File: src/sv/swss_pkg.sv
// Package for the spring water surface: sizes, fixed-point formats, op codes and shared types.
`default_nettype none
package swss_pkg;

    // Number of columns held in the row of cells.
    localparam int MAX_COLUMNS   = 32;
    // Neighbor passes run after the spring update of a tick.
    localparam int SPREAD_PASSES = 8;

    localparam int COL_W  = $clog2(MAX_COLUMNS);
    localparam int N_W    = 7;                       // holds column_count and MAX_COLUMNS
    localparam int PASS_W = $clog2(SPREAD_PASSES + 1);

    localparam int Q_W    = 24;                      // Q12.12 height and speed
    localparam int DIFF_W = 25;                      // difference of two Q12.12 values
    localparam int COEF_W = 16;                      // unsigned Q0.16 coefficient
    localparam int PROD_W = 42;                      // signed product of coefficient and difference
    localparam int SH_W   = PROD_W - 16;             // product after the Q0.16 shift
    localparam int ACC_W  = 28;                      // sums before saturation

    localparam logic signed [Q_W-1:0] Q_MAX = 24'sh7FFFFF;
    localparam logic signed [Q_W-1:0] Q_MIN = 24'sh800000;

    localparam logic [22:0] REST_RESET = 23'd81920;

    // Input kinds.
    localparam logic [1:0] KIND_TICK    = 2'd0;
    localparam logic [1:0] KIND_SPLASH  = 2'd1;
    localparam logic [1:0] KIND_RESTART = 2'd2;

    // Configuration register indexes.
    localparam logic [2:0] CFG_COUNT   = 3'd0;
    localparam logic [2:0] CFG_REST    = 3'd1;
    localparam logic [2:0] CFG_TENSION = 3'd2;
    localparam logic [2:0] CFG_DAMPING = 3'd3;
    localparam logic [2:0] CFG_SPREAD  = 3'd4;
    localparam logic [2:0] CFG_DRAG_X  = 3'd5;
    localparam logic [2:0] CFG_DRAG_Y  = 3'd6;

    // Operations broadcast to every cell.
    localparam logic [3:0] OP_IDLE     = 4'd0;
    localparam logic [3:0] OP_SPRING_T = 4'd1;
    localparam logic [3:0] OP_SPRING_D = 4'd2;
    localparam logic [3:0] OP_SPRING_S = 4'd3;
    localparam logic [3:0] OP_SPRING_H = 4'd4;
    localparam logic [3:0] OP_SPREAD_L = 4'd5;
    localparam logic [3:0] OP_SPREAD_R = 4'd6;
    localparam logic [3:0] OP_SPREAD_U = 4'd7;
    localparam logic [3:0] OP_RESTART  = 4'd8;
    localparam logic [3:0] OP_SPLASH   = 4'd9;
    localparam logic [3:0] OP_SNAP     = 4'd10;
    localparam logic [3:0] OP_SHIFT    = 4'd11;

    typedef struct packed {
        logic [3:0]            op;
        logic [COEF_W-1:0]     coef;
        logic [22:0]           rest;
        logic signed [Q_W-1:0] splash_speed;
    } t_cell_ctrl;

    typedef struct packed {
        logic active;
        logic left_en;
        logic right_en;
        logic hit;
    } t_cell_flags;

    // Clamp a wide signed sum into the Q12.12 range.
    function automatic logic signed [Q_W-1:0] sat_q(input logic signed [ACC_W-1:0] v);
        logic signed [Q_W-1:0] r;
        if (v > ACC_W'(Q_MAX)) begin
            r = Q_MAX;
        end else if (v < ACC_W'(Q_MIN)) begin
            r = Q_MIN;
        end else begin
            r = v[Q_W-1:0];
        end
        return r;
    endfunction

endpackage
`default_nettype wire

File: src/sv/swss_splash.sv
// Splash speed unit: weighted sum of velocity magnitudes, one multiplier used in turn for x and y.
`default_nettype none
module swss_splash
    import swss_pkg::*;
(
    input  wire logic                  i_clk,
    input  wire logic                  i_rst_n,
    input  wire logic                  i_start,
    input  wire logic signed [23:0]    i_vel_x,
    input  wire logic signed [23:0]    i_vel_y,
    input  wire logic [COEF_W-1:0]     i_drag_x,
    input  wire logic [COEF_W-1:0]     i_drag_y,
    output logic                       o_done,
    output logic signed [Q_W-1:0]      o_speed
);

    logic [1:0]  r_cnt;
    logic [40:0] r_acc;

    logic [23:0]       w_mag_x;
    logic [23:0]       w_mag_y;
    logic [COEF_W-1:0] w_coef;
    logic [23:0]       w_mag;
    logic [39:0]       w_prod;

    // Magnitudes in unsigned 24 bits, so the most negative velocity stays exact.
    assign w_mag_x = i_vel_x[23] ? (~i_vel_x + 24'd1) : i_vel_x;
    assign w_mag_y = i_vel_y[23] ? (~i_vel_y + 24'd1) : i_vel_y;

    assign w_coef = (r_cnt == 2'd1) ? i_drag_x : i_drag_y;
    assign w_mag  = (r_cnt == 2'd1) ? w_mag_x : w_mag_y;
    assign w_prod = w_coef * w_mag;

    always_ff @(posedge i_clk) begin
        if (!i_rst_n) begin
            r_cnt <= 2'd0;
        end else if (r_cnt != 2'd0) begin
            r_cnt <= r_cnt + 2'd1;
        end else if (i_start) begin
            r_cnt <= 2'd1;
        end
    end

    always_ff @(posedge i_clk) begin
        if (r_cnt == 2'd1) begin
            r_acc <= 41'(w_prod);
        end else if (r_cnt == 2'd2) begin
            r_acc <= r_acc + 41'(w_prod);
        end
    end

    assign o_done  = (r_cnt == 2'd3);
    assign o_speed = (r_acc[40:35] != 6'd0) ? Q_MAX : $signed({1'b0, r_acc[34:12]});

endmodule
`default_nettype wire
File: config.mk
export PLATFORM = sky130hd
export DESIGN_NAME = swss_splash
export DESIGN_NICKNAME = d
export VERILOG_FILES = /design/src/sv/swss_pkg.sv /design/src/sv/swss_splash.sv
export SDC_FILE = /design/constraint.sdc
export NUM_CORES = 1
export LEC_CHECK = 0
export BUFFER_PORTS_ARGS = -buffer_cell sky130_fd_sc_hd__buf_4
export CORE_ASPECT_RATIO = 0.8
export CORE_MARGIN = 10
export CORE_UTILIZATION = 60
export CTS_CLUSTER_DIAMETER = 50
export DETAILED_ROUTE_END_ITERATION = 10
export PLACE_DENSITY = 0.79
export SLEW_MARGIN = 5
export SYNTH_ARGS = -nofsm -noshare
export SYNTH_HDL_FRONTEND = slang
export SYNTH_SLANG_ARGS = --single-unit
File: constraint.sdc
create_clock -name i_clk -period 18.2 [get_ports i_clk]
set_input_delay 1.82 -clock i_clk [delete_from_list [all_inputs] [get_ports i_clk]]
set_output_delay 1.82 -clock i_clk [all_outputs]
set_load 0.01 [all_outputs]
==> Yosys cells after proc, flatten, opt, wreduce, memory -nomap -nowiden <==
Cells that the tools add are included.
{ "word_totals": {"input_bits": 83, "wordCells": 26, "register_bits": 43} }
{ "classes": {"mul": 1, "reduce_logical": 4, "n_eq_ne": 3, "add_sub_neg": 4, "n_mux": 9, "n_bitwise": 2} }
{ "op_table": {"columns": ["op", "n"], "rows": [
  ["40-bit two-way mux", 2],
  ["24-bit two-way mux", 3],
  ["24-bit by 1-bit adder with 24-bit output (second input constant)", 2],
  ["24-bit NOT", 2],
  ["41-bit by 40-bit adder with 41-bit output", 1],
  ["16-bit by 24-bit multiplier with 40-bit output", 1],
  ["23-bit two-way mux", 1],
  ["16-bit two-way mux", 1],
  ["2-bit nonzero test", 3],
  ["6-bit nonzero test", 1],
  ["2-bit == test (second input constant)", 2],
  ["2-bit two-way mux", 2],
  ["2-bit by 1-bit adder with 2-bit output (second input constant)", 1],
  ["2-bit by 1-bit == test with 1-bit output (second input constant)", 1]
]} }

==> Depth between registers and ports, before layout <==
{ "depth": {"ltp_word": 8, "mapped_depth": 43, "mapped_depth_nobuf": 42} }

==> Worst setup path after synthesis <==
No wires, ideal clock.
{ "synth_path": {"path_type": "input to register", "from": "input i_vel_y[2]", "to": "register r_acc[37], data pin", "n_path_buf": 2, "path_stages": 37, "setup_time_ns": 0.260, "required_time_ns": 17.940, "arrival_time_ns": 10.938, "setup_slack_ns": 7.002, "cell_sequence": "nor4_2 > nand2_1 > or4_4 > or4_4 > o31ai_1 > xnor2_1 > nor2_1 > a21oi_1 > buf_2 > nand2_1 > fa_1 > fa_1 > fa_1 > inv_1 > fa_1 > fa_1 > inv_1 > fa_1 > inv_1 > ha_1 > clkbuf_1 > nand2_1 > or4_1 > a21oi_1 > nor2_1 > o21ai_0 > and2_1 > a211oi_1 > xnor2_1 > ha_1 > nand2_1 > or4_1 > nor3_1 > nor2_1 > o31ai_1 > xor2_1 > mux2_2"} }
{ "synth_via": {"elab_chain_cells": 8} }
{ "synth_lines": {"columns": ["item", "line", "source"], "rows": [
  ["start: declaration", "swss_splash.sv:10", "input wire logic signed [23:0] i_vel_y,"],
  ["24-bit NOT", "swss_splash.sv:28", "assign w_mag_y = i_vel_y[23] ? (~i_vel_y + 24'd1) : i_vel_y;"],
  ["24-bit by 1-bit adder with 24-bit output", "swss_splash.sv:28", null],
  ["24-bit two-way mux *", "swss_splash.sv:28", null],
  ["24-bit two-way mux *", "swss_splash.sv:31", "assign w_mag = (r_cnt == 2'd1) ? w_mag_x : w_mag_y;"],
  ["16-bit by 24-bit multiplier with 40-bit output *", "swss_splash.sv:32", "assign w_prod = w_coef * w_mag;"],
  ["41-bit by 40-bit adder with 41-bit output", "swss_splash.sv:48", "r_acc <= r_acc + 41'(w_prod);"],
  ["40-bit two-way mux", "swss_splash.sv:47", "end else if (r_cnt == 2'd2) begin"],
  ["40-bit two-way mux *", "swss_splash.sv:45", "if (r_cnt == 2'd1) begin"],
  ["end signal: assignment", "swss_splash.sv:46", "r_acc <= 41'(w_prod);"],
  ["end signal: assignment", "swss_splash.sv:48", null],
  ["end: declaration", "swss_splash.sv:18", "logic [40:0] r_acc;"]
]} }
Every way passes the cells marked *; elsewhere a longest branch is shown, timed or not. The select of a mux whose other input is x is not followed.
A chain may end at the register's enable or synchronous reset.

==> Final worst setup path <==
Ends and elaborated chain as after synthesis.

==> results_tabular.tex <==
\begin{tabular}{lr}
\hline
Metric & Value \\
\hline
\multicolumn{2}{l}{\textbf{Status}} \\
Run status & complete, no violations \\
\multicolumn{2}{l}{\textbf{CTS}} \\
\# H-tree levels & 2 \\
Buffers from clock root to sink, at most & 2 \\
Clock tree root driver cell & sky130\_fd\_sc\_hd\_\_clkbuf\_16 \\
TritonCTS clock tree & done \\
\# Post-CTS Setup Buffers & 0 \\
Total clock buffers created by CTS & 5 \\
Clock network latency to the later pin of the worst-skew pair & 300 ps \\
CTS sink cnt & 43 \\
Clock slew at the register clock pins of the worst setup and hold paths & 70 ps \\
Gates resized, CTS repair & 0 \\
Number of hold buffers added after CTS & 0 \\
\multicolumn{2}{l}{\textbf{Layout}} \\
Most common cell after layout, fill and taps aside & sky130\_fd\_sc\_hd\_\_inv\_1 \\
Nets & 2718 \\
Top library cells by usage in the layout, fill and taps aside & sky130\_fd\_sc\_hd\_\_inv\_1, sky130\_fd\_sc\_hd\_\_nand2\_1, sky130\_fd\_sc\_hd\_\_fa\_1, sky130\_fd\_sc\_hd\_\_nor2\_1, sky130\_fd\_sc\_hd\_\_ha\_1 \\
Share of the core filled with cells in the final layout & 0.650 \\
Relative area change from synthesis to final layout & 7.65\% \\
Share of layout cells above drive strength 1 & 0.0973 \\
\multicolumn{2}{l}{\textbf{Setup path}} \\
CP Class & input pin to flop \\
Longest individual stage delay on the worst path & 940 ps \\
Setup crit start kind & input pin \\
CP required & 18260 ps \\
CP max-delay cell & sky130\_fd\_sc\_hd\_\_o21ai\_1 \\
CP Buf/Inv Count & 6 \\
Critical Path AT & 12400 ps \\
Crit-path max FO & 13 \\
Cell type group with the largest total delay on the critical path & simple AND/OR/NAND/NOR gates \\
Dominant cell type by count on the critical path & sky130\_fd\_sc\_hd\_\_fa\_1 \\
Worst reg2reg setup slack & 7070 ps \\
Kind of end point of the critical path & flop \\
\multicolumn{2}{l}{\textbf{Yosys}} \\
Ys flop type & sky130\_fd\_sc\_hd\_\_edfxtp\_1 \\
Ys async rst share & 0 \\
Post-synth EDFFs & 40 \\
Post-synthesis average cell area & 8.37 sq um \\
Synth cell types & 70 \\
Syn Std Cell Area & 17600 sq um \\
Net count after synthesis & 2654 \\
Post-synthesis register bit count & 43 \\
Warnings from Yosys & 0 \\
Fraction of the yosys area taken by sequential cells & 0.0716 \\
Cells after Synth & 2104 \\
\multicolumn{2}{l}{\textbf{Worst hold path}} \\
Class of the most critical hold timing path & flop to flop \\
\multicolumn{2}{l}{\textbf{Placed design}} \\
Placer's final routability congestion estimate & 0.990 \\
Buffers added on ports & 106 \\
HPWL Detailed & 43100 um \\
\multicolumn{2}{l}{\textbf{Routing}} \\
Average via count per standard cell & 5.96 \\
Wire length reported by the detailed router & 52000 um \\
Antenna Nets Post-Route & 0 \\
DRC violation count after routing & 0 \\
Vias & 15200 \\
Average detailed-routed wire length per instance & 20.4 um \\
First-pass detailed-route iteration total & 5 \\
Number of DRC markers after the initial detailed-route iteration & 1394 \\
\multicolumn{2}{l}{\textbf{Global route}} \\
Global routing usage summed across all routing layers & 0.286 \\
Pin count of the biggest net entering global routing & 62 \\
First-pass GRT wire length & 82500 um \\
Number of global-route vias before repair & 15300 \\
Remaining Overflow, GRT & 0 \\
Antenna violations before repair & 5 \\
\multicolumn{2}{l}{\textbf{STA}} \\
Slew margin rel. & 0.164 \\
Measured slew at the worst slew-check pin & 1250 ps \\
Setup TNS & 0 ps \\
Period utilization & 0.678 \\
Number of hold violations in the final report & 0 \\
Highest clock frequency the design can meet & 81.0 MHz \\
Smallest hold slack & 528 ps \\
Final setup skew & 7.54 ps \\
Final setup viols & 0 \\
Setup repair after global routing missed its margin & no \\
Final worst path period need & 12340 ps \\
Final Slew Violations & 0 \\
\multicolumn{2}{l}{\textbf{Die}} \\
Die Area & 36600 sq um \\
Initial core utilization & 0.604 \\
Core Box Area & 29100 sq um \\
Die width & 212 um \\
Die Y-Extent & 173 um \\
Site Rows & 56 \\
Boundary pin count & 108 \\
\multicolumn{2}{l}{\textbf{Flow run}} \\
Max-cap violations & 0 \\
\hline
\end{tabular}
==> per-layer routing <==
metal  vias up  GRT usage  wire length [um]
met5         -          0                15
met4         2      0.118              2190
met3       135     0.0692              4910
met2       681      0.453             24200
met1      7510      0.367             20700
li1       6863          -                 -
==> area by class of cell <==
| cell class | count | area (sq um) |
|---|---|---|
| diodes | 4 | 10.0 |
| clock buffers | 6 | 139 |
| clock inverters | 2 | 35.0 |
| fillers | 2458 | 10200 |
| inverters | 350 | 1310 |
| multi-input cells | 1637 | 14700 |
| flip-flops and latches | 43 | 1260 |
| well taps | 377 | 472 |
| repair buffers | 131 | 983 |
==> cell usage after synthesis, types with 24 or more instances <==
master	count	share of area
sky130_fd_sc_hd__nor2_1	192	0.041
sky130_fd_sc_hd__xnor2_1	61	0.030
sky130_fd_sc_hd__a21o_1	46	0.020
sky130_fd_sc_hd__inv_1	350	0.075
sky130_fd_sc_hd__a21oi_1	83	0.024
sky130_fd_sc_hd__or2_2	24	0.0085
sky130_fd_sc_hd__clkbuf_1	56	0.012
sky130_fd_sc_hd__o21ai_0	83	0.024
sky130_fd_sc_hd__mux2i_1	25	0.014
sky130_fd_sc_hd__xor2_1	52	0.026
sky130_fd_sc_hd__mux2_2	32	0.020
sky130_fd_sc_hd__fa_1	307	0.35
sky130_fd_sc_hd__edfxtp_1	40	0.068
sky130_fd_sc_hd__nand2_1	333	0.071
sky130_fd_sc_hd__ha_1	160	0.11
==> per-stage QoR <==
stage / std cells / instance area [sq um] / setup WS (ps)
6_report: 2550 / 19000 / 5860
5_1_grt: 2550 / 19000 / 5300
4_1_cts: 2546 / 18900 / 5970
3_5_place_dp: 2538 / 18800 / 5660
3_3_place_gp: 2538 / 18800 / 5950
2_1_floorplan: 2104 / 17600 / 7000
==> worst paths after layout <==
check             cells past startpoint  startpoint        end
hold / removal                        2   r_acc[40]  r_acc[40]
setup / recovery                     37  i_vel_y[2]  r_acc[37]
hold reg to reg                       2   r_acc[40]  r_acc[40]
setup reg to reg                     32    r_cnt[1]  r_acc[37]
==> flip-flops by register name, summed over array words and instances, names as in the netlist <==
signal  count
r_cnt       2
r_acc      41
==> kinds of logic (layout without fill, tap and decap cells) <==
logic type	count (synthesis)	count (layout)	share of synthesized area
XOR/XNOR	113	113	0.0562
buffers and inverters	424	489	0.0919
AO/OA/AOI/OAI	325	325	0.117
multiplexers	57	57	0.0347
other	1	5	0.000213
adder cells (fa/ha/maj)	467	467	0.463
flip-flops	43	43	0.0716
AND/OR/NAND/NOR	674	674	0.165
==> worst min-delay path, delay by kind of cell, from the launching register on <==
| kind | cells | cell delay [ps] |
|---|---|---|
| xor+xnor | 1 | 80 |
| simple gates | 1 | 70 |
| flops | 1 | 350 |
Power is left out: the tool's default activity adds up to more than one toggle a clock period on the data nets, which glitch-free logic cannot reach.
