==> src/sv/swss_pkg.sv <==
// Package for the spring water surface: sizes, fixed-point formats, op codes and shared types.
`default_nettype none
package swss_pkg;

    // Number of columns held in the row of cells.
    localparam int MAX_COLUMNS   = 32;
    // Neighbor passes run after the spring update of a tick.
    localparam int SPREAD_PASSES = 8;

    localparam int COL_W  = $clog2(MAX_COLUMNS);
    localparam int N_W    = 7;                       // holds column_count and MAX_COLUMNS
    localparam int PASS_W = $clog2(SPREAD_PASSES + 1);

    localparam int Q_W    = 24;                      // Q12.12 height and speed
    localparam int DIFF_W = 25;                      // difference of two Q12.12 values
    localparam int COEF_W = 16;                      // unsigned Q0.16 coefficient
    localparam int PROD_W = 42;                      // signed product of coefficient and difference
    localparam int SH_W   = PROD_W - 16;             // product after the Q0.16 shift
    localparam int ACC_W  = 28;                      // sums before saturation

    localparam logic signed [Q_W-1:0] Q_MAX = 24'sh7FFFFF;
    localparam logic signed [Q_W-1:0] Q_MIN = 24'sh800000;

    localparam logic [22:0] REST_RESET = 23'd81920;

    // Input kinds.
    localparam logic [1:0] KIND_TICK    = 2'd0;
    localparam logic [1:0] KIND_SPLASH  = 2'd1;
    localparam logic [1:0] KIND_RESTART = 2'd2;

    // Configuration register indexes.
    localparam logic [2:0] CFG_COUNT   = 3'd0;
    localparam logic [2:0] CFG_REST    = 3'd1;
    localparam logic [2:0] CFG_TENSION = 3'd2;
    localparam logic [2:0] CFG_DAMPING = 3'd3;
    localparam logic [2:0] CFG_SPREAD  = 3'd4;
    localparam logic [2:0] CFG_DRAG_X  = 3'd5;
    localparam logic [2:0] CFG_DRAG_Y  = 3'd6;

    // Operations broadcast to every cell.
    localparam logic [3:0] OP_IDLE     = 4'd0;
    localparam logic [3:0] OP_SPRING_T = 4'd1;
    localparam logic [3:0] OP_SPRING_D = 4'd2;
    localparam logic [3:0] OP_SPRING_S = 4'd3;
    localparam logic [3:0] OP_SPRING_H = 4'd4;
    localparam logic [3:0] OP_SPREAD_L = 4'd5;
    localparam logic [3:0] OP_SPREAD_R = 4'd6;
    localparam logic [3:0] OP_SPREAD_U = 4'd7;
    localparam logic [3:0] OP_RESTART  = 4'd8;
    localparam logic [3:0] OP_SPLASH   = 4'd9;
    localparam logic [3:0] OP_SNAP     = 4'd10;
    localparam logic [3:0] OP_SHIFT    = 4'd11;

    typedef struct packed {
        logic [3:0]            op;
        logic [COEF_W-1:0]     coef;
        logic [22:0]           rest;
        logic signed [Q_W-1:0] splash_speed;
    } t_cell_ctrl;

    typedef struct packed {
        logic active;
        logic left_en;
        logic right_en;
        logic hit;
    } t_cell_flags;

    // Clamp a wide signed sum into the Q12.12 range.
    function automatic logic signed [Q_W-1:0] sat_q(input logic signed [ACC_W-1:0] v);
        logic signed [Q_W-1:0] r;
        if (v > ACC_W'(Q_MAX)) begin
            r = Q_MAX;
        end else if (v < ACC_W'(Q_MIN)) begin
            r = Q_MIN;
        end else begin
            r = v[Q_W-1:0];
        end
        return r;
    endfunction

endpackage
`default_nettype wire

==> src/sv/swss_cell.sv <==
// One water column: height, speed, a shared multiplier and a readout stage.
`default_nettype none
module swss_cell
    import swss_pkg::*;
(
    input  wire logic                  i_clk,
    input  wire logic                  i_rst_n,
    input  wire t_cell_ctrl            i_ctrl,
    input  wire t_cell_flags           i_flags,
    input  wire logic signed [Q_W-1:0] i_left_h,
    input  wire logic signed [Q_W-1:0] i_right_h,
    input  wire logic signed [Q_W-1:0] i_shift_in,
    output logic signed [Q_W-1:0]      o_height,
    output logic signed [Q_W-1:0]      o_shift
);

    logic signed [Q_W-1:0]    r_h;
    logic signed [Q_W-1:0]    r_s;
    logic signed [PROD_W-1:0] r_p1;
    logic signed [PROD_W-1:0] r_p2;
    logic signed [Q_W-1:0]    r_shift;

    logic signed [DIFF_W-1:0] w_h_ext;
    logic signed [DIFF_W-1:0] w_b;
    logic signed [COEF_W:0]   w_ca;
    logic signed [PROD_W-1:0] w_prod;
    logic signed [SH_W-1:0]   w_a1;
    logic signed [SH_W-1:0]   w_a2;
    logic signed [ACC_W-1:0]  w_spring_sum;
    logic signed [ACC_W-1:0]  w_height_sum;
    logic signed [ACC_W-1:0]  w_d;
    logic signed [ACC_W-1:0]  w_s_spread;
    logic signed [ACC_W-1:0]  w_h_spread;

    assign w_h_ext = {r_h[Q_W-1], r_h};
    assign w_ca    = {1'b0, i_ctrl.coef};

    // Second multiplier operand follows the broadcast operation.
    always_comb begin
        w_b = '0;
        case (i_ctrl.op)
            OP_SPRING_T: w_b = $signed({2'b00, i_ctrl.rest}) - w_h_ext;
            OP_SPRING_D: w_b = {r_s[Q_W-1], r_s};
            OP_SPREAD_L: w_b = i_flags.left_en ? ({i_left_h[Q_W-1], i_left_h} - w_h_ext)
                                               : '0;
            OP_SPREAD_R: w_b = i_flags.right_en ? ({i_right_h[Q_W-1], i_right_h} - w_h_ext)
                                                : '0;
            default:     w_b = '0;
        endcase
    end

    assign w_prod = w_ca * w_b;

    // Taking the upper bits is the arithmetic shift by 16.
    assign w_a1 = r_p1[PROD_W-1:16];
    assign w_a2 = r_p2[PROD_W-1:16];

    assign w_spring_sum = ACC_W'(r_s) + ACC_W'(w_a1) - ACC_W'(w_a2);
    assign w_height_sum = ACC_W'(r_h) + ACC_W'(r_s);
    assign w_d          = ACC_W'(w_a1) + ACC_W'(w_a2);
    assign w_s_spread   = ACC_W'(r_s) + w_d;
    assign w_h_spread   = ACC_W'(r_h) + w_d;

    always_ff @(posedge i_clk) begin
        if (!i_rst_n) begin
            r_h <= $signed({1'b0, REST_RESET});
            r_s <= '0;
        end else begin
            unique case (i_ctrl.op)
                OP_SPRING_S: begin
                    if (i_flags.active) r_s <= sat_q(w_spring_sum);
                end
                OP_SPRING_H: begin
                    if (i_flags.active) r_h <= sat_q(w_height_sum);
                end
                OP_SPREAD_U: begin
                    if (i_flags.active) begin
                        r_s <= sat_q(w_s_spread);
                        r_h <= sat_q(w_h_spread);
                    end
                end
                OP_RESTART: begin
                    r_h <= $signed({1'b0, i_ctrl.rest});
                    r_s <= '0;
                end
                OP_SPLASH: begin
                    if (i_flags.hit) r_s <= i_ctrl.splash_speed;
                end
                default: begin
                end
            endcase
        end
    end

    always_ff @(posedge i_clk) begin
        unique case (i_ctrl.op)
            OP_SPRING_T, OP_SPREAD_L: r_p1 <= w_prod;
            OP_SPRING_D, OP_SPREAD_R: r_p2 <= w_prod;
            OP_SNAP:                  r_shift <= r_h;
            OP_SHIFT:                 r_shift <= i_shift_in;
            default: begin
            end
        endcase
    end

    assign o_height = r_h;
    assign o_shift  = r_shift;

endmodule
`default_nettype wire

==> config.mk <==
export PLATFORM = sky130hd
export DESIGN_NAME = swss_cell
export DESIGN_NICKNAME = d
export VERILOG_FILES = /design/src/sv/swss_pkg.sv /design/src/sv/swss_cell.sv
export SDC_FILE = /design/constraint.sdc
export NUM_CORES = 2
export LEC_CHECK = 0
export BUFFER_PORTS_ARGS = -buffer_cell sky130_fd_sc_hd__buf_2
export CAP_MARGIN = 20
export CORE_AREA = 2 2 262 264
export CTS_CLUSTER_DIAMETER = 30
export DETAILED_ROUTE_END_ITERATION = 8
export DIE_AREA = 0 0 264 266
export PLACE_DENSITY_LB_ADDON = 0.15
export SLEW_MARGIN = 10
export SYNTH_ARGS = -nofsm -noshare
export SYNTH_HDL_FRONTEND = slang
export SYNTH_SLANG_ARGS = --single-unit
==> constraint.sdc <==
create_clock -name i_clk -period 19.8 [get_ports i_clk]
set_clock_uncertainty 0.15 [all_clocks]
set_input_delay 3.96 -clock i_clk [delete_from_list [all_inputs] [get_ports i_clk]]
set_output_delay 3.96 -clock i_clk [all_outputs]
set_load 0.1 [all_outputs]
== Word-level counts from Yosys, hierarchy flattened ==
Cells that the tools add are included.
W data, S select, Z words.

* Add/subtract/negate cells: 9
* Multipliers: 1
* Order comparisons: 8
* Eq/ne operators: 15
* Multiplexer cells: 19
* Reduce and logical (&&, ||, !) cells: 7

{| class="wikitable"
|+ Operators by type and width
! kind !! count
|-
| $mux W24 || 13
|-
| $pmux W25 S4 || 1
|-
| $pmux W24 S4 || 1
|-
| $gt A28 B24 Y1 const B || 3
|-
| $lt A28 B24 Y1 const B || 3
|-
| $sub A24 B24 Y25 || 3
|-
| $pmux W24 S3 || 1
|-
| $add A24 B27 Y28 || 2
|-
| $mux W25 || 2
|-
| $pmux W24 S2 || 1
|-
| $mul A17 B25 Y42 || 1
|-
| $sub A27 B26 Y28 || 1
|-
| $add A24 B26 Y27 || 1
|-
| $add A26 B26 Y27 || 1
|-
| $add A24 B24 Y25 || 1
|-
| $gt A25 B24 Y1 const B || 1
|-
| $lt A25 B24 Y1 const B || 1
|-
| $eq A4 B3 Y1 const B || 4
|-
| $eq A4 B4 Y1 const B || 4
|-
| $eq A4 B2 Y1 const B || 2
|-
| $ne A2 B2 Y1 const B || 4
|-
| $eq A4 B1 Y1 const B || 1
|-
| $reduce_and A4 Y1 || 1
|-
| $reduce_bool A4 Y1 || 1
|-
| 4 further kinds || 5
|}

* Register bits after elaboration: 156
* Output and inout bits: 48
* Word-level logic and storage cells: 64

== Depth between registers and ports, before layout ==
* Depth in word-level cells: 7
* Depth in mapped cells: 37
* Gate-level depth less buffers: 36

== Worst setup path after synthesis ==
OpenSTA, ideal clock, no wires.

* Kind: input -> register
* Start point: input port i_ctrl[63] (netlist name)
* End point: register r_p1[36], data pin
* Setup time: 0.197 ns
* Arrival time: 13.140 ns
* Required time: 19.453 ns
* Setup slack: 6.313 ns
* Stages: 26
* Buffers on the path: 3
* Cells stage by stage: clkbuf_1 nor3_1 nand3_1 clkbuf_1 o21ai_0 clkbuf_1 nand2_1 fa_1 inv_1 fa_1 inv_1 fa_1 fa_1 inv_1 fa_1 fa_1 ha_1 a21o_1 a21o_1 a2111oi_0 a21oi_1 a221oi_2 nor2b_1 o41ai_4 or4b_1 o311ai_1

* Cells in the longest elaborated chain, start to end: 3
* Elaborated cells on any way between the ends: 6
* Classes of those cells: mul (1); eq/ne (4); mux (1)

{| class="wikitable"
|+ RTL lines
! what !! RTL line !! source
|-
| from (decl) || swss_cell.sv:8 || <nowiki>input wire t_cell_ctrl i_ctrl,</nowiki>
|-
| $eq A4 B3 Y1 (tied with other cells) || swss_cell.sv:41 || <nowiki>case (i_ctrl.op)</nowiki>
|-
| $pmux W25 S4 * || swss_cell.sv:41 ||
|-
| $mul A17 B25 Y42 * || swss_cell.sv:52 || <nowiki>assign w_prod = w_ca * w_b;</nowiki>
|-
| net w_prod[36] || swss_cell.sv:26 || <nowiki>logic signed [PROD_W-1:0] w_prod;</nowiki>
|-
| to (signal assigned) || swss_cell.sv:97 || <nowiki>OP_SPRING_T, OP_SPREAD_L: r_p1 <= w_prod;</nowiki>
|-
| to (decl) || swss_cell.sv:19 || <nowiki>logic signed [PROD_W-1:0] r_p1;</nowiki>
|}

Mark *: on every way through the listed nets, which the timed path passes. The rest lies on a longest branch.
A chain may end at the register's enable or synchronous reset.

== Worst setup path after layout ==
* Start point: input port i_right_h[1]
* End point: register r_p1[36], data pin

* Cells in the longest elaborated chain, start to end: 4

{| class="wikitable"
|+ RTL lines
! what !! RTL line !! source
|-
| from (decl) || swss_cell.sv:11 || <nowiki>input wire logic signed [Q_W-1:0] i_right_h,</nowiki>
|-
| $sub A24 B24 Y25 || swss_cell.sv:46 || <nowiki>OP_SPREAD_R: w_b = i_flags.right_en ? ({i_right_h[Q_W-1], i_right_h} - w_h_ext)</nowiki>
|-
| $mux W25 || swss_cell.sv:46 ||
|-
| $pmux W25 S4 || swss_cell.sv:41 ||
|-
| $mul A17 B25 Y42 || swss_cell.sv:52 ||
|-
| net w_prod[36] || swss_cell.sv:26 ||
|}

The timed path passes the listed nets, and every way through them passes these cells.

==> flow_summary.ini <==
[status]
status = completed

[logic_synthesis]
yosys_register_bits = 124
synth_area_leaders = fa_1 (28%), ha_1 (13%), inv_1 (7.9%)
yosysSeqAreaShare_pct = 10.79
ys.flop_type = edfxtp_1
synthTopCellsByCount = inv_1 (629), fa_1 (422), nand2_1 (333)
async_flop_share_pct = 0
syn-cell-area_um2 = 30050
yosysTopAreaCell = fa_1
synth_enable_flop_cells = 76
avgSynthCellArea_um2 = 8.598
ys_types = 94
synth_cells = 3495
synth.most_common_cell = inv_1
syn_nets = 4365
yosysWarnings = 0
synth.top_cell.area_share_pct = 28.11

[power_and_ir_drop]
power.leakage_nw = 15.95
p_per_area_nw_per_um2 = 77.37
power_mw = 2.534
peakVddDrop_mv = 0.06198

[route]
first_iter_violations = 2294
wirelength_um = 99910
drc = 0
antenna_left = 0
num_vias = 25810
drt_first_pass_iters = 7
drt-vias-per-instance = 5.677
wire_per_inst_um = 21.97

[timing]
tns_ns = 0
fin_crit_sh_pct = 67.84
finalMaxSlewViolations = 0
period_needed_ns = 13.43
finalSetupViolCount = 0
setup_slack_ns = 6.368
timing.final.hold_violations = 0
fmax_ghz = 0.07445
hold_slack_ns = 0.5153
tightestPinTransition_ns = 1.069
maxSlewHeadroom_pct = 28.01
rsz0062_at_grt = false

[worst_setup_path]
cp_common_cell = fa_1
critPathLaunchType = primary input
required_ns = 19.89
worstPathMaxFanout = 16
critical_path_class = in -> reg
max_stage_delay_ns = 0.76
cp.arrival_ns = 13.52
end_kind = flop
cp_slowest_cell = nand4b_1

[cts]
numCtsBuffers = 17
clk_pin_slew_ns = 0.06
htreeDepth = 4
post-cts-setup-buffers = 0
cts_resized = 0
worstSkewPairLatency_ns = 0.46
cts_tree = done
clockRootBuffer = clkbuf_16
clock_path_buffers = 2
hold_buffers = 0
clkSinkCount = 124

[floorplan]
die_w_um = 264
start_util_pct = 44.36
io_pins = 193
rows = 96
die_h_um = 266
die_area_um2 = 70220
coreArea_um2 = 67750

[finish]
drive_gt1_share_pct = 9.934
final_nets = 4521
nFillCells = 6763
syn_to_final_growth_pct = 8.998
multi_input_area_um2 = 24040
register_area_um2 = 3243

[placed_design]
dp_slack_ns = 5.976
place_congestion = 0.9612
hpwl_um = 79470
portBuffers = 192

[grt]
grt_pass1_wl_um = 153200
overflow = 0
grt_max_degree = 51
grt_usage_pct = 28.58
grt_pass1_vias = 25370
antenna_found_initial = 2

[min_path]
hp-class = reg -> reg

[job]
maxCapViolCount = 0
per-stage QoR:
| stage | instance area, µm² | instances | util (%) |
|---|---|---|---|
| after floorplan | 30050 | 3495 | - |
| after global placement | 32120 | 4513 | 47.42 |
| after detailed placement | 32120 | 4513 | 47.42 |
| after CTS | 32720 | 4545 | 48.30 |
| after global routing | 32750 | 4546 | 48.35 |
| final | 32750 | 4547 | 48.35 |
worst paths after layout:
kind | startpoint | depth (start not counted) | endpoint | slack (ns)
worst max register to register | o_height[1]$_SDFFE_PN0P_ | 31 | r_p1[36]$_DFFE_PP_ | 8.82
worst max-delay path | i_right_h[1] | 31 | r_p1[36]$_DFFE_PP_ | 6.37
worst min-delay path | o_height[19]$_SDFFE_PN0P_ | 2 | o_height[19]$_SDFFE_PN0P_ | 0.52
worst min register to register | o_height[19]$_SDFFE_PN0P_ | 2 | o_height[19]$_SDFFE_PN0P_ | 0.52
critical path, delay by kind of cell:
kind            cells  cell delay (ns)
fa+ha+maj           8             3.60
buf+inv             5             0.35
compound gates     13             3.55
simple gates        5             2.03
kinds of logic (layout without fill, tap and decap cells):
group | after synthesis | in the layout | synth area share (%)
AOI/OAI and AO/OA | 790 | 790 | 17.72
xor gates and xnor gates | 184 | 184 | 5.363
adders and majority gates | 725 | 725 | 40.73
buffers and inverters | 740 | 909 | 9.427
DFF | 124 | 124 | 10.79
muxes | 30 | 30 | 1.108
other | 0 | 1 | 0
and+or+nand+nor | 902 | 902 | 14.86
layout by cell type, fill, tap and decap left out, types with 50 or more instances in the layout:
master / synthesis / final
inv_1: 629 / 629
buf_2: 11 / 192
nor2_1: 126 / 123
nand2_1: 333 / 333
nand3_1: 54 / 54
a31oi_1: 51 / 50
a21oi_1: 187 / 187
a21o_1: 81 / 81
xor2_1: 59 / 59
buf_4: 5 / 55
o21ai_0: 153 / 149
and2_1: 154 / 154
xnor2_1: 125 / 125
ha_1: 303 / 303
fa_1: 422 / 422
edfxtp_1: 76 / 76
metal layers:
metal	part of all wire [%]	vias up	global-route usage, %	routed length (µm)
li1	-	11980	-	-
met1	46	12780	41.76	46220
met2	44	952	44.65	44120
met3	7.2	107	3.688	7242
met4	2.3	0	7.417	2317
met5	0	-	0	0
area by class of cell:
class                      count  area share (%)
antenna                        1        0.007640
clock buffer                  17           1.299
clock inverter                15          0.5310
inverter                     629           7.208
multi-input combinational   2631           73.41
sequential                   124           9.901
tap                          882           3.369
timing repair buffer         248           4.278
flip-flops by register name (all words and copies together) (netlist names):
| signal | count |
|---|---|
| o_height | 24 |
| o_shift | 24 |
| r_p1 | 26 |
| r_p2 | 26 |
| r_s | 24 |
report_power, final:
group	total (mW)	internal (mW)	switching, mW
sequential	0.363	0.334	0.0292
clock	0.332	0.190	0.143
combinational	1.84	0.696	1.14
total	2.53	1.22	1.32
(Power assumes the default switching activity.)
